File: src/hdl/sira_pkg.sv
// shared constants, types and helper functions for the signed integer to ascii converter
package sira_pkg;

  localparam int unsigned VALUE_WIDTH = 32;
  localparam int unsigned MAX_CHARS   = VALUE_WIDTH + 1;
  localparam int unsigned RADIX_W     = 5;
  localparam int unsigned DIGIT_W     = 4;
  localparam int unsigned CHAR_W      = 8;
  localparam int unsigned IDX_W       = $clog2(VALUE_WIDTH);
  localparam int unsigned COUNT_W     = $clog2(VALUE_WIDTH + 1);
  localparam int unsigned PROD_W      = 2 * VALUE_WIDTH;

  localparam logic [RADIX_W-1:0] RADIX_RESET = RADIX_W'(10);
  localparam logic [RADIX_W-1:0] RADIX_MIN   = RADIX_W'(2);
  localparam logic [RADIX_W-1:0] RADIX_MAX   = RADIX_W'(16);

  localparam logic [CHAR_W-1:0] CHAR_ZERO  = 8'h30;  // '0'
  localparam logic [CHAR_W-1:0] CHAR_A     = 8'h41;  // 'A'
  localparam logic [CHAR_W-1:0] CHAR_MINUS = 8'h2D;  // '-'

  // 2^VALUE_WIDTH, numerator of the reciprocal table
  localparam logic [VALUE_WIDTH:0] RECIP_ONE = {1'b1, {VALUE_WIDTH{1'b0}}};

  typedef enum logic [3:0] {
    StIdle = 4'b0001,
    StMul  = 4'b0010,
    StCorr = 4'b0100,
    StEmit = 4'b1000
  } state_e;

  // clamp the register value into the supported radix range
  function automatic logic [RADIX_W-1:0] eff_radix(input logic [RADIX_W-1:0] r);
    if (r < RADIX_MIN) begin
      return RADIX_MIN;
    end else if (r > RADIX_MAX) begin
      return RADIX_MAX;
    end
    return r;
  endfunction

  // floor(2^VALUE_WIDTH / r) for r in 2..16
  function automatic logic [VALUE_WIDTH-1:0] recip(input logic [RADIX_W-1:0] r);
    case (r)
      5'd2:    return VALUE_WIDTH'(RECIP_ONE / 2);
      5'd3:    return VALUE_WIDTH'(RECIP_ONE / 3);
      5'd4:    return VALUE_WIDTH'(RECIP_ONE / 4);
      5'd5:    return VALUE_WIDTH'(RECIP_ONE / 5);
      5'd6:    return VALUE_WIDTH'(RECIP_ONE / 6);
      5'd7:    return VALUE_WIDTH'(RECIP_ONE / 7);
      5'd8:    return VALUE_WIDTH'(RECIP_ONE / 8);
      5'd9:    return VALUE_WIDTH'(RECIP_ONE / 9);
      5'd10:   return VALUE_WIDTH'(RECIP_ONE / 10);
      5'd11:   return VALUE_WIDTH'(RECIP_ONE / 11);
      5'd12:   return VALUE_WIDTH'(RECIP_ONE / 12);
      5'd13:   return VALUE_WIDTH'(RECIP_ONE / 13);
      5'd14:   return VALUE_WIDTH'(RECIP_ONE / 14);
      5'd15:   return VALUE_WIDTH'(RECIP_ONE / 15);
      default: return VALUE_WIDTH'(RECIP_ONE / 16);
    endcase
  endfunction

  function automatic logic [CHAR_W-1:0] digit_char(input logic [DIGIT_W-1:0] d);
    if (d <= DIGIT_W'(9)) begin
      return CHAR_ZERO + CHAR_W'(d);
    end
    return CHAR_A + CHAR_W'(d - DIGIT_W'(10));
  endfunction

endpackage

File: src/hdl/signed_integer_to_radix_ascii.sv
// signed integer to ascii text converter in a programmable radix from 2 to 16
// steps: accept, then per digit a reciprocal multiply (StMul) and a correction (StCorr),
//   then the characters are registered one by one in StEmit, sign first
// a new value is accepted only in StIdle, once the last character of the previous
//   text is in the output register; the longest text is the most negative value in radix 2
// the digit loop runs on the shared multiply/correct datapath, one digit per pass
// reset: asynchronous active low, radix returns to 10, output channel empties
module signed_integer_to_radix_ascii (
  input  logic                                clk_i,
  input  logic                                rst_ni,
  input  logic                                radix_we_i,
  input  logic [sira_pkg::RADIX_W-1:0]        radix_wdata_i,
  input  logic                                in_valid_i,
  output logic                                in_ready_o,
  input  logic signed [sira_pkg::VALUE_WIDTH-1:0] value_i,
  output logic                                out_valid_o,
  input  logic                                out_ready_i,
  output logic [sira_pkg::CHAR_W-1:0]         character_o,
  output logic                                last_o
);

  localparam int unsigned VW = sira_pkg::VALUE_WIDTH;
  localparam int unsigned RW = sira_pkg::RADIX_W;

  // control state
  sira_pkg::state_e                  state_q, state_d;
  logic [RW-1:0]                     radix_q, radix_d;
  logic [sira_pkg::COUNT_W-1:0]      count_q, count_d;
  logic                              sign_pend_q, sign_pend_d;
  logic                              out_valid_q, out_valid_d;

  // datapath state
  logic [VW-1:0]                     mag_q, mag_d;
  logic [VW-1:0]                     qest_q, qest_d;
  logic [sira_pkg::CHAR_W-1:0]       char_q, char_d;
  logic                              last_q, last_d;
  logic [sira_pkg::DIGIT_W-1:0]      digit_store_q [VW];

  // shared arithmetic
  logic [RW-1:0]                     rad;
  logic [sira_pkg::PROD_W-1:0]       prod;
  logic [VW+RW-1:0]                  qr;
  logic [VW-1:0]                     rem;
  logic                              rem_over;
  logic [VW-1:0]                     quot;
  logic [sira_pkg::DIGIT_W-1:0]      digit;
  logic                              store_we;
  logic [sira_pkg::IDX_W-1:0]        rd_idx;
  logic                              in_acc;
  logic                              out_free;

  assign rad = sira_pkg::eff_radix(radix_q);

  // quotient estimate: high half of magnitude times floor(2^32/r), low by at most one
  assign prod = sira_pkg::PROD_W'(mag_q) * sira_pkg::PROD_W'(sira_pkg::recip(rad));

  // remainder of the estimate stays below twice the radix, one compare fixes it
  assign qr       = (VW+RW)'(qest_q) * (VW+RW)'(rad);
  assign rem      = mag_q - qr[VW-1:0];
  assign rem_over = rem >= VW'(rad);
  assign quot     = rem_over ? qest_q + VW'(1) : qest_q;
  assign digit    = rem_over ? sira_pkg::DIGIT_W'(rem - VW'(rad))
                             : sira_pkg::DIGIT_W'(rem);

  assign in_ready_o  = (state_q == sira_pkg::StIdle);
  assign in_acc      = in_valid_i && in_ready_o;
  assign out_free    = !out_valid_q || out_ready_i;
  assign rd_idx      = sira_pkg::IDX_W'(count_q - sira_pkg::COUNT_W'(1));
  assign store_we    = (state_q == sira_pkg::StCorr);

  assign out_valid_o = out_valid_q;
  assign character_o = char_q;
  assign last_o      = last_q;

  always_comb begin
    state_d     = state_q;
    radix_d     = radix_we_i ? radix_wdata_i : radix_q;
    count_d     = count_q;
    sign_pend_d = sign_pend_q;
    out_valid_d = out_valid_q && !out_ready_i;
    mag_d       = mag_q;
    qest_d      = qest_q;
    char_d      = char_q;
    last_d      = last_q;

    unique case (state_q)
      sira_pkg::StIdle: begin
        if (in_acc) begin
          sign_pend_d = value_i[VW-1];
          // two's complement magnitude, the most negative value gives 2^31
          mag_d       = value_i[VW-1] ? (~value_i + VW'(1)) : value_i;
          count_d     = '0;
          state_d     = sira_pkg::StMul;
        end
      end
      sira_pkg::StMul: begin
        qest_d  = prod[sira_pkg::PROD_W-1:VW];
        state_d = sira_pkg::StCorr;
      end
      sira_pkg::StCorr: begin
        // digit goes to the store at count_q, least significant first
        mag_d   = quot;
        count_d = count_q + sira_pkg::COUNT_W'(1);
        state_d = (quot == '0) ? sira_pkg::StEmit : sira_pkg::StMul;
      end
      sira_pkg::StEmit: begin
        if (out_free) begin
          out_valid_d = 1'b1;
          if (sign_pend_q) begin
            // a sign is always followed by at least one digit
            char_d      = sira_pkg::CHAR_MINUS;
            last_d      = 1'b0;
            sign_pend_d = 1'b0;
          end else begin
            // digits leave most significant first
            char_d  = sira_pkg::digit_char(digit_store_q[rd_idx]);
            last_d  = (count_q == sira_pkg::COUNT_W'(1));
            count_d = count_q - sira_pkg::COUNT_W'(1);
            if (count_q == sira_pkg::COUNT_W'(1)) begin
              state_d = sira_pkg::StIdle;
            end
          end
        end
      end
      default: begin
        state_d = sira_pkg::StIdle;
      end
    endcase
  end

  always_ff @(posedge clk_i or negedge rst_ni) begin
    if (!rst_ni) begin
      state_q     <= sira_pkg::StIdle;
      radix_q     <= sira_pkg::RADIX_RESET;
      count_q     <= '0;
      sign_pend_q <= 1'b0;
      out_valid_q <= 1'b0;
    end else begin
      state_q     <= state_d;
      radix_q     <= radix_d;
      count_q     <= count_d;
      sign_pend_q <= sign_pend_d;
      out_valid_q <= out_valid_d;
    end
  end

  always_ff @(posedge clk_i) begin
    mag_q  <= mag_d;
    qest_q <= qest_d;
    char_q <= char_d;
    last_q <= last_d;
  end

  // digit store, no reset, every entry is written before it is read
  always_ff @(posedge clk_i) begin
    if (store_we) begin
      digit_store_q[count_q[sira_pkg::IDX_W-1:0]] <= digit;
    end
  end

  // the correction step always follows a multiply
  assert property (@(posedge clk_i) disable iff (!rst_ni)
    state_q == sira_pkg::StCorr |-> $past(state_q) == sira_pkg::StMul)
    else $error("correction step without a preceding multiply");

  // an accepted item starts the digit loop
  assert property (@(posedge clk_i) disable iff (!rst_ni)
    in_acc |=> state_q == sira_pkg::StMul)
    else $error("accepted item did not start conversion");

  // never more digits than the store holds
  assert property (@(posedge clk_i) disable iff (!rst_ni)
    count_q <= sira_pkg::COUNT_W'(VW))
    else $error("digit count overflow");

  // emitting always has a digit left to send
  assert property (@(posedge clk_i) disable iff (!rst_ni)
    state_q == sira_pkg::StEmit |-> count_q != '0)
    else $error("emit with no digits");

  // a string never ends on its sign
  assert property (@(posedge clk_i) disable iff (!rst_ni)
    out_valid_o && last_o |-> character_o != sira_pkg::CHAR_MINUS)
    else $error("string ends with a sign");

endmodule

File: config.mk
export PLATFORM = sky130hd
export DESIGN_NAME = signed_integer_to_radix_ascii
export DESIGN_NICKNAME = d
export VERILOG_FILES = /design/src/hdl/sira_pkg.sv /design/src/hdl/signed_integer_to_radix_ascii.sv
export SDC_FILE = /design/constraint.sdc
export NUM_CORES = 2
export LEC_CHECK = 0
export BUFFER_PORTS_ARGS = -buffer_cell sky130_fd_sc_hd__clkbuf_2
export CAP_MARGIN = 20
export CORE_MARGIN = 5
export CORE_UTILIZATION = 65
export DETAILED_ROUTE_END_ITERATION = 10
export PLACE_DENSITY = 0.83
export SYNTH_ARGS = -nofsm -noshare
export SYNTH_HDL_FRONTEND = slang
export SYNTH_SLANG_ARGS = --single-unit
File: constraint.sdc
create_clock -name clk_i -period 14.6 [get_ports clk_i]
set_input_delay 1.46 -clock clk_i [delete_from_list [all_inputs] [get_ports clk_i]]
set_output_delay 1.46 -clock clk_i [all_outputs]
set_load 0.02 [all_outputs]
# Word-level counts from Yosys, hierarchy flattened
# Memories as Yosys holds them, arrays and structs flattened.
# Index checks and enable logic that the tools add are counted.
# op_classes
add_sub_neg	9
n_mul	2
n_lt_le_gt_ge	4
eq_ne	9
mux	34
bitwise	1
reduce_logical	14
# op_table
op	count
$mux W32	4
$mul A32 B32 Y64	1
$pmux W32 S2	1
$add A32 B1 Y32 const B	1
$add A32 B2 Y32 const B	1
$ge A32 B5 Y1	1
$logic_not A32 Y1	1
$mul A32 B5 Y32	1
$not A32 Y32	1
$sub A32 B32 Y32	1
$mux W4	6
$mux W6	3
$pmux W6 S3	1
$mux W8	2
$pmux W4 S4	1
$mux W5	3
$mux W1	12
$add A7 B8 Y8 const A	1
$reduce_and A4 Y1	2
$add A6 B4 Y7 const A	1
$add A6 B1 Y6 const B	1
$eq A6 B1 Y1 const B	1
$ne A2 B2 Y1 const B	3
$sub A6 B1 Y6 const B	1
other kinds (18)	22
# totals
reg_bits	90
ramBits	128
romBits	512
out_inout_bits	11
wordCells	84
n_memories	2
# memory_table
name	words	word_bits	rd	rd_ports_with_merged_regs	write_ports	line_no	rtl
(name not given)	16	32	1	0	0	sira_pkg.sv:43	case (r)
digit_store_q	32	4	1	0	1	signed_integer_to_radix_ascii.sv:37	logic [sira_pkg::DIGIT_W-1:0] digit_store_q [VW];

# Depth between registers and ports, before layout
# depth
word_depth	11
depth_mapped	44
depth_no_buf	41

# Least setup slack after synthesis
# Ideal clock, no wire load.
# synth_timing
kind	register to register
startpoint	register radix_q[3]
endpoint	register qest_q[26], data pin
setup_time_ps	261
arrival_ps	9820
required_time_ps	14339
slack_ps	4519
path_stages_with_launch	38
period_less_slack_ps	10081
cell_sequence	dfstp_2 -> clkbuf_1 -> or3_1 -> and3_1 -> clkbuf_1 -> inv_1 -> ha_1 -> and4b_1 -> a221oi_1 -> nand2_1 -> a21oi_1 -> clkbuf_1 -> and2_1 -> fa_1 -> fa_1 -> inv_1 -> fa_1 -> fa_1 -> [... 2 more ...] -> fa_1 -> fa_1 -> fa_1 -> ha_1 -> a21o_1 -> a21o_1 -> a21oi_1 -> o211ai_1 -> o31a_1 -> o21a_1 -> a41oi_1 -> o21ai_1 -> or2_2 -> o311ai_1 -> nand2b_1 -> a21o_1 -> a41oi_1 -> a21oi_1
# synth_via
elab_chain_cells	7
elab_cells_between_ends	9
# synth_rtl
item	line_no	rtl
start: declaration	signed_integer_to_radix_ascii.sv:27	logic [RW-1:0] radix_q, radix_d;
start signal: assignment	signed_integer_to_radix_ascii.sv:134	radix_q <= sira_pkg::RADIX_RESET;
start signal: assignment	signed_integer_to_radix_ascii.sv:140	radix_q <= radix_d;
$gt A5 B5 Y1	sira_pkg.sv:35	end else if (r > RADIX_MAX) begin
$mux W1	sira_pkg.sv:35	
$mux W1	sira_pkg.sv:33	if (r < RADIX_MIN) begin
$mux W5 (*)	sira_pkg.sv:38	return r;
$mem_v2 Z16 W32	-	
$mux W32 (*)	sira_pkg.sv:43	
$mul A32 B32 Y64 (*)	signed_integer_to_radix_ascii.sv:55	assign prod = sira_pkg::PROD_W'(mag_q) * sira_pkg::PROD_W'(sira_pkg::recip(rad));
net prod (one bit)	signed_integer_to_radix_ascii.sv:41	logic [sira_pkg::PROD_W-1:0] prod;
end signal: assignment	signed_integer_to_radix_ascii.sv:149	qest_q <= qest_d;
end: declaration	signed_integer_to_radix_ascii.sv:34	logic [VW-1:0] qest_q, qest_d;
# Mark *: on every way through the listed nets, which the timed path passes. The rest lies on a longest branch.
# A chain may end at the register's enable or synchronous reset.

# Worst setup path after layout
# layout_timing
startpoint	register radix_q[4]
endpoint	register qest_q[31], data pin
# The elaborated chain is that of the path after synthesis.

==> impl_metrics.py <==
metrics = {
    "outcome": {
        "status": "finished, final reports clean",
    },
    "floorplan": {
        "rows": 98,
        "coreArea_um2": 71200,
        "ios": 53,
        "initial_core_util_pct": 65.2,
        "die_w_um": 277,
        "fp.dieH_um": 277,
        "dieArea_um2": 76900,
    },
    "grt": {
        "globalRouteOverflowTotal": 0,
        "grt_pass1_wl_mm": 227,
        "first_global_vias": 38100,
        "grt_use_total_pct": 38.9,
        "antenna_found_initial": 17,
        "grt_max_degree": 76,
    },
    "timing": {
        "setup_tns_ns": 0,
        "clock.fmax_ghz": 0.0791,
        "setup_viol": 0,
        "drv_slew": 0,
        "min_period_ns": 12.64,
        "min_period_over_period_pct": 86.6,
        "setup_ws_ns": 1.96,
        "fin_skew_ns": 0.0342,
        "grt_setup_unrepaired": "no",
        "hold_violations": 0,
        "tightestPinTransition_ns": 1.28,
        "max_slew_margin_pct": 13.9,
    },
    "critical_path": {
        "path_max_fanout": 50,
        "reg2reg_from": "radix_q[4]$_DFFE_PN0P_",
        "required_ns": 14.90,
        "critPathMaxStageDelay_ns": 0.74,
        "crit_top_cell": "fa_1",
        "endpoint_kind": "flip-flop",
        "path_buf_inv": 5,
        "critical_path_class": "flip-flop to flip-flop",
        "arrival_ns": 12.94,
        "crit_family": "adder cells",
        "start_kind": "flip-flop",
        "crit_start": "radix_q[4]$_DFFE_PN0P_",
        "slowest_stage": "dfrtp_4",
    },
    "final_layout": {
        "final_nets": 5997,
        "drive_gt1_share_pct": 5.91,
        "syn_to_final_growth_pct": 4.70,
    },
    "synth": {
        "synth_edf_count": 200,
        "ys_seq_area_share_pct": 13.8,
        "synth_most_common_cell": "inv_1",
        "synth_area_leaders": "fa_1 43%, edfxtp_1 13%, ha_1 8.5%",
        "synth_seq_cells": 217,
        "async_reset_ff_share_pct": 7.83,
        "ys_top_cells_by_count": "1048 x inv_1, 1005 x fa_1, 499 x nand2_1",
        "syn_avg_cell_area_um2": 9.89,
        "ys_warn_count": 0,
        "synth_cell_types": 88,
        "syn-num-nets": 6064,
        "synthFlopType": "edfxtp_1",
        "syn_inst": 4700,
        "synth_top_area_cell": "fa_1",
        "yosysTopAreaCellShare_pct": 43.3,
        "syn_area_um2": 46500,
    },
    "placed_design": {
        "dp_hpwl_mm": 115,
        "dp_slack_ns": 2.33,
        "portBuffers": 51,
        "globalplace.congestion": 1.01,
    },
    "drt": {
        "drt_iter0_drc": 4667,
        "avgViaCountPerCell": 6.31,
        "routed_wl_mm": 149,
        "ant_nets": 0,
        "dr.pass1.iters": 8,
        "wl_per_cell_um": 26.5,
        "vias": 35400,
        "drcViolationCount": 0,
    },
    "cts": {
        "cts_resized": 0,
        "clock_sinks": 217,
        "post_cts_buffers": 0,
        "clk_latency_ns": 0.56,
        "numCtsBuffers": 24,
        "htreeDepth": 1,
        "cts_root_buf": "clkbuf_16",
        "clk_pin_slew_ns": 0.07,
        "cts_hold_buf": 0,
        "cts_tree": "yes",
        "clk_path_buf_depth": 3,
    },
    "min_path": {
        "hold_path_class": "flip-flop to flip-flop",
        "hp-start": "count_q[5]$_DFFE_PN0P_",
    },
    "flow_run": {
        "drv_cap": 0,
    },
}
[area by class of cell]
class	instances	area [um^2]
multi-input cells	3196	35300
fillers	5307	22600
flip-flops and latches	217	6440
inverters	1066	4000
well taps	950	1190
repair buffers	128	833
clock buffers	28	636
clock inverters	16	194
diodes	8	20.0
[cells by family after synthesis]
group,after synthesis,share of synthesized area (%)
AND/OR/NAND/NOR,1342,14.2
adder cells (fa/ha/maj),1322,51.8
buffers and inverters,1287,10.4
AO/OA/AOI/OAI,336,4.77
flip-flops,217,13.8
XOR/XNOR,133,2.51
multiplexers,62,2.43
other,1,0.00807
[placed cells by master (no fill, tap or decap), types with 18 or more instances in the layout]
cell type | netlist | routed
nand3_1 | 28 | 28
buf_4 | 2 | 77
inv_1 | 1048 | 1048
clkbuf_2 | 0 | 51
nor3_1 | 120 | 118
and3_1 | 34 | 34
nand2_1 | 499 | 498
a21o_1 | 28 | 28
xor2_1 | 39 | 39
nor4_1 | 42 | 42
o21ai_0 | 62 | 60
clkinv_1 | 13 | 18
fa_1 | 1005 | 1005
a21oi_1 | 99 | 88
xnor2_1 | 94 | 94
and2_1 | 285 | 285
edfxtp_1 | 200 | 200
nor2_1 | 191 | 189
o21a_1 | 23 | 23
nand4_1 | 30 | 30
nand2b_1 | 21 | 21
or3_1 | 21 | 21
mux4_2 | 40 | 40
clkbuf_16 | 0 | 24
ha_1 | 317 | 317
[metrics by stage]
step	std cells	utilization [%]	area, um^2	hold slack (ns)
2_1_floorplan	4700	-	46500	0.445
3_3_place_gp	5557	67.1	47800	0.481
3_5_place_dp	5557	67.1	47800	0.474
4_1_cts	5601	68.3	48600	0.486
5_1_grt	5604	68.3	48600	0.500
6_report	5609	68.3	48700	0.488
[flip-flops by register name, indices dropped and copies added, names as in the netlist]
register       flops
digit_store_q    128
mag_q             32
qest_q            32
character_o        7
count_q            6
radix_q            5
state_q            4
last_o             1
out_valid_o        1
sign_pend_q        1
[path summary, 6_finish.rpt]
kind | slack (ns) | cells after the start | endpoint
worst max-delay path | 1.96 | 34 | qest_q[31]$_DFFE_PP_
worst min-delay path | 0.49 | 1 | count_q[5]$_DFFE_PN0P_
worst max register to register | 1.96 | 34 | qest_q[31]$_DFFE_PP_
worst min register to register | 0.49 | 1 | count_q[5]$_DFFE_PN0P_
max in group asynchronous | 13.27 | 1 | count_q[0]$_DFFE_PN0P_
min in group asynchronous | 0.91 | 1 | radix_q[0]$_DFFE_PN0P_
[routing by layer]
layer	track usage (%)	share of wire, %	up-vias
met2	59.9	44	2826
li1	-	-	14400
met3	10.2	14	885
met1	49.7	33	17300
met5	0.250	0.049	-
met4	24.1	8.9	4
Power is not shown: default switching activity piles up to over one toggle a cycle in this logic, so the estimate is an artifact.
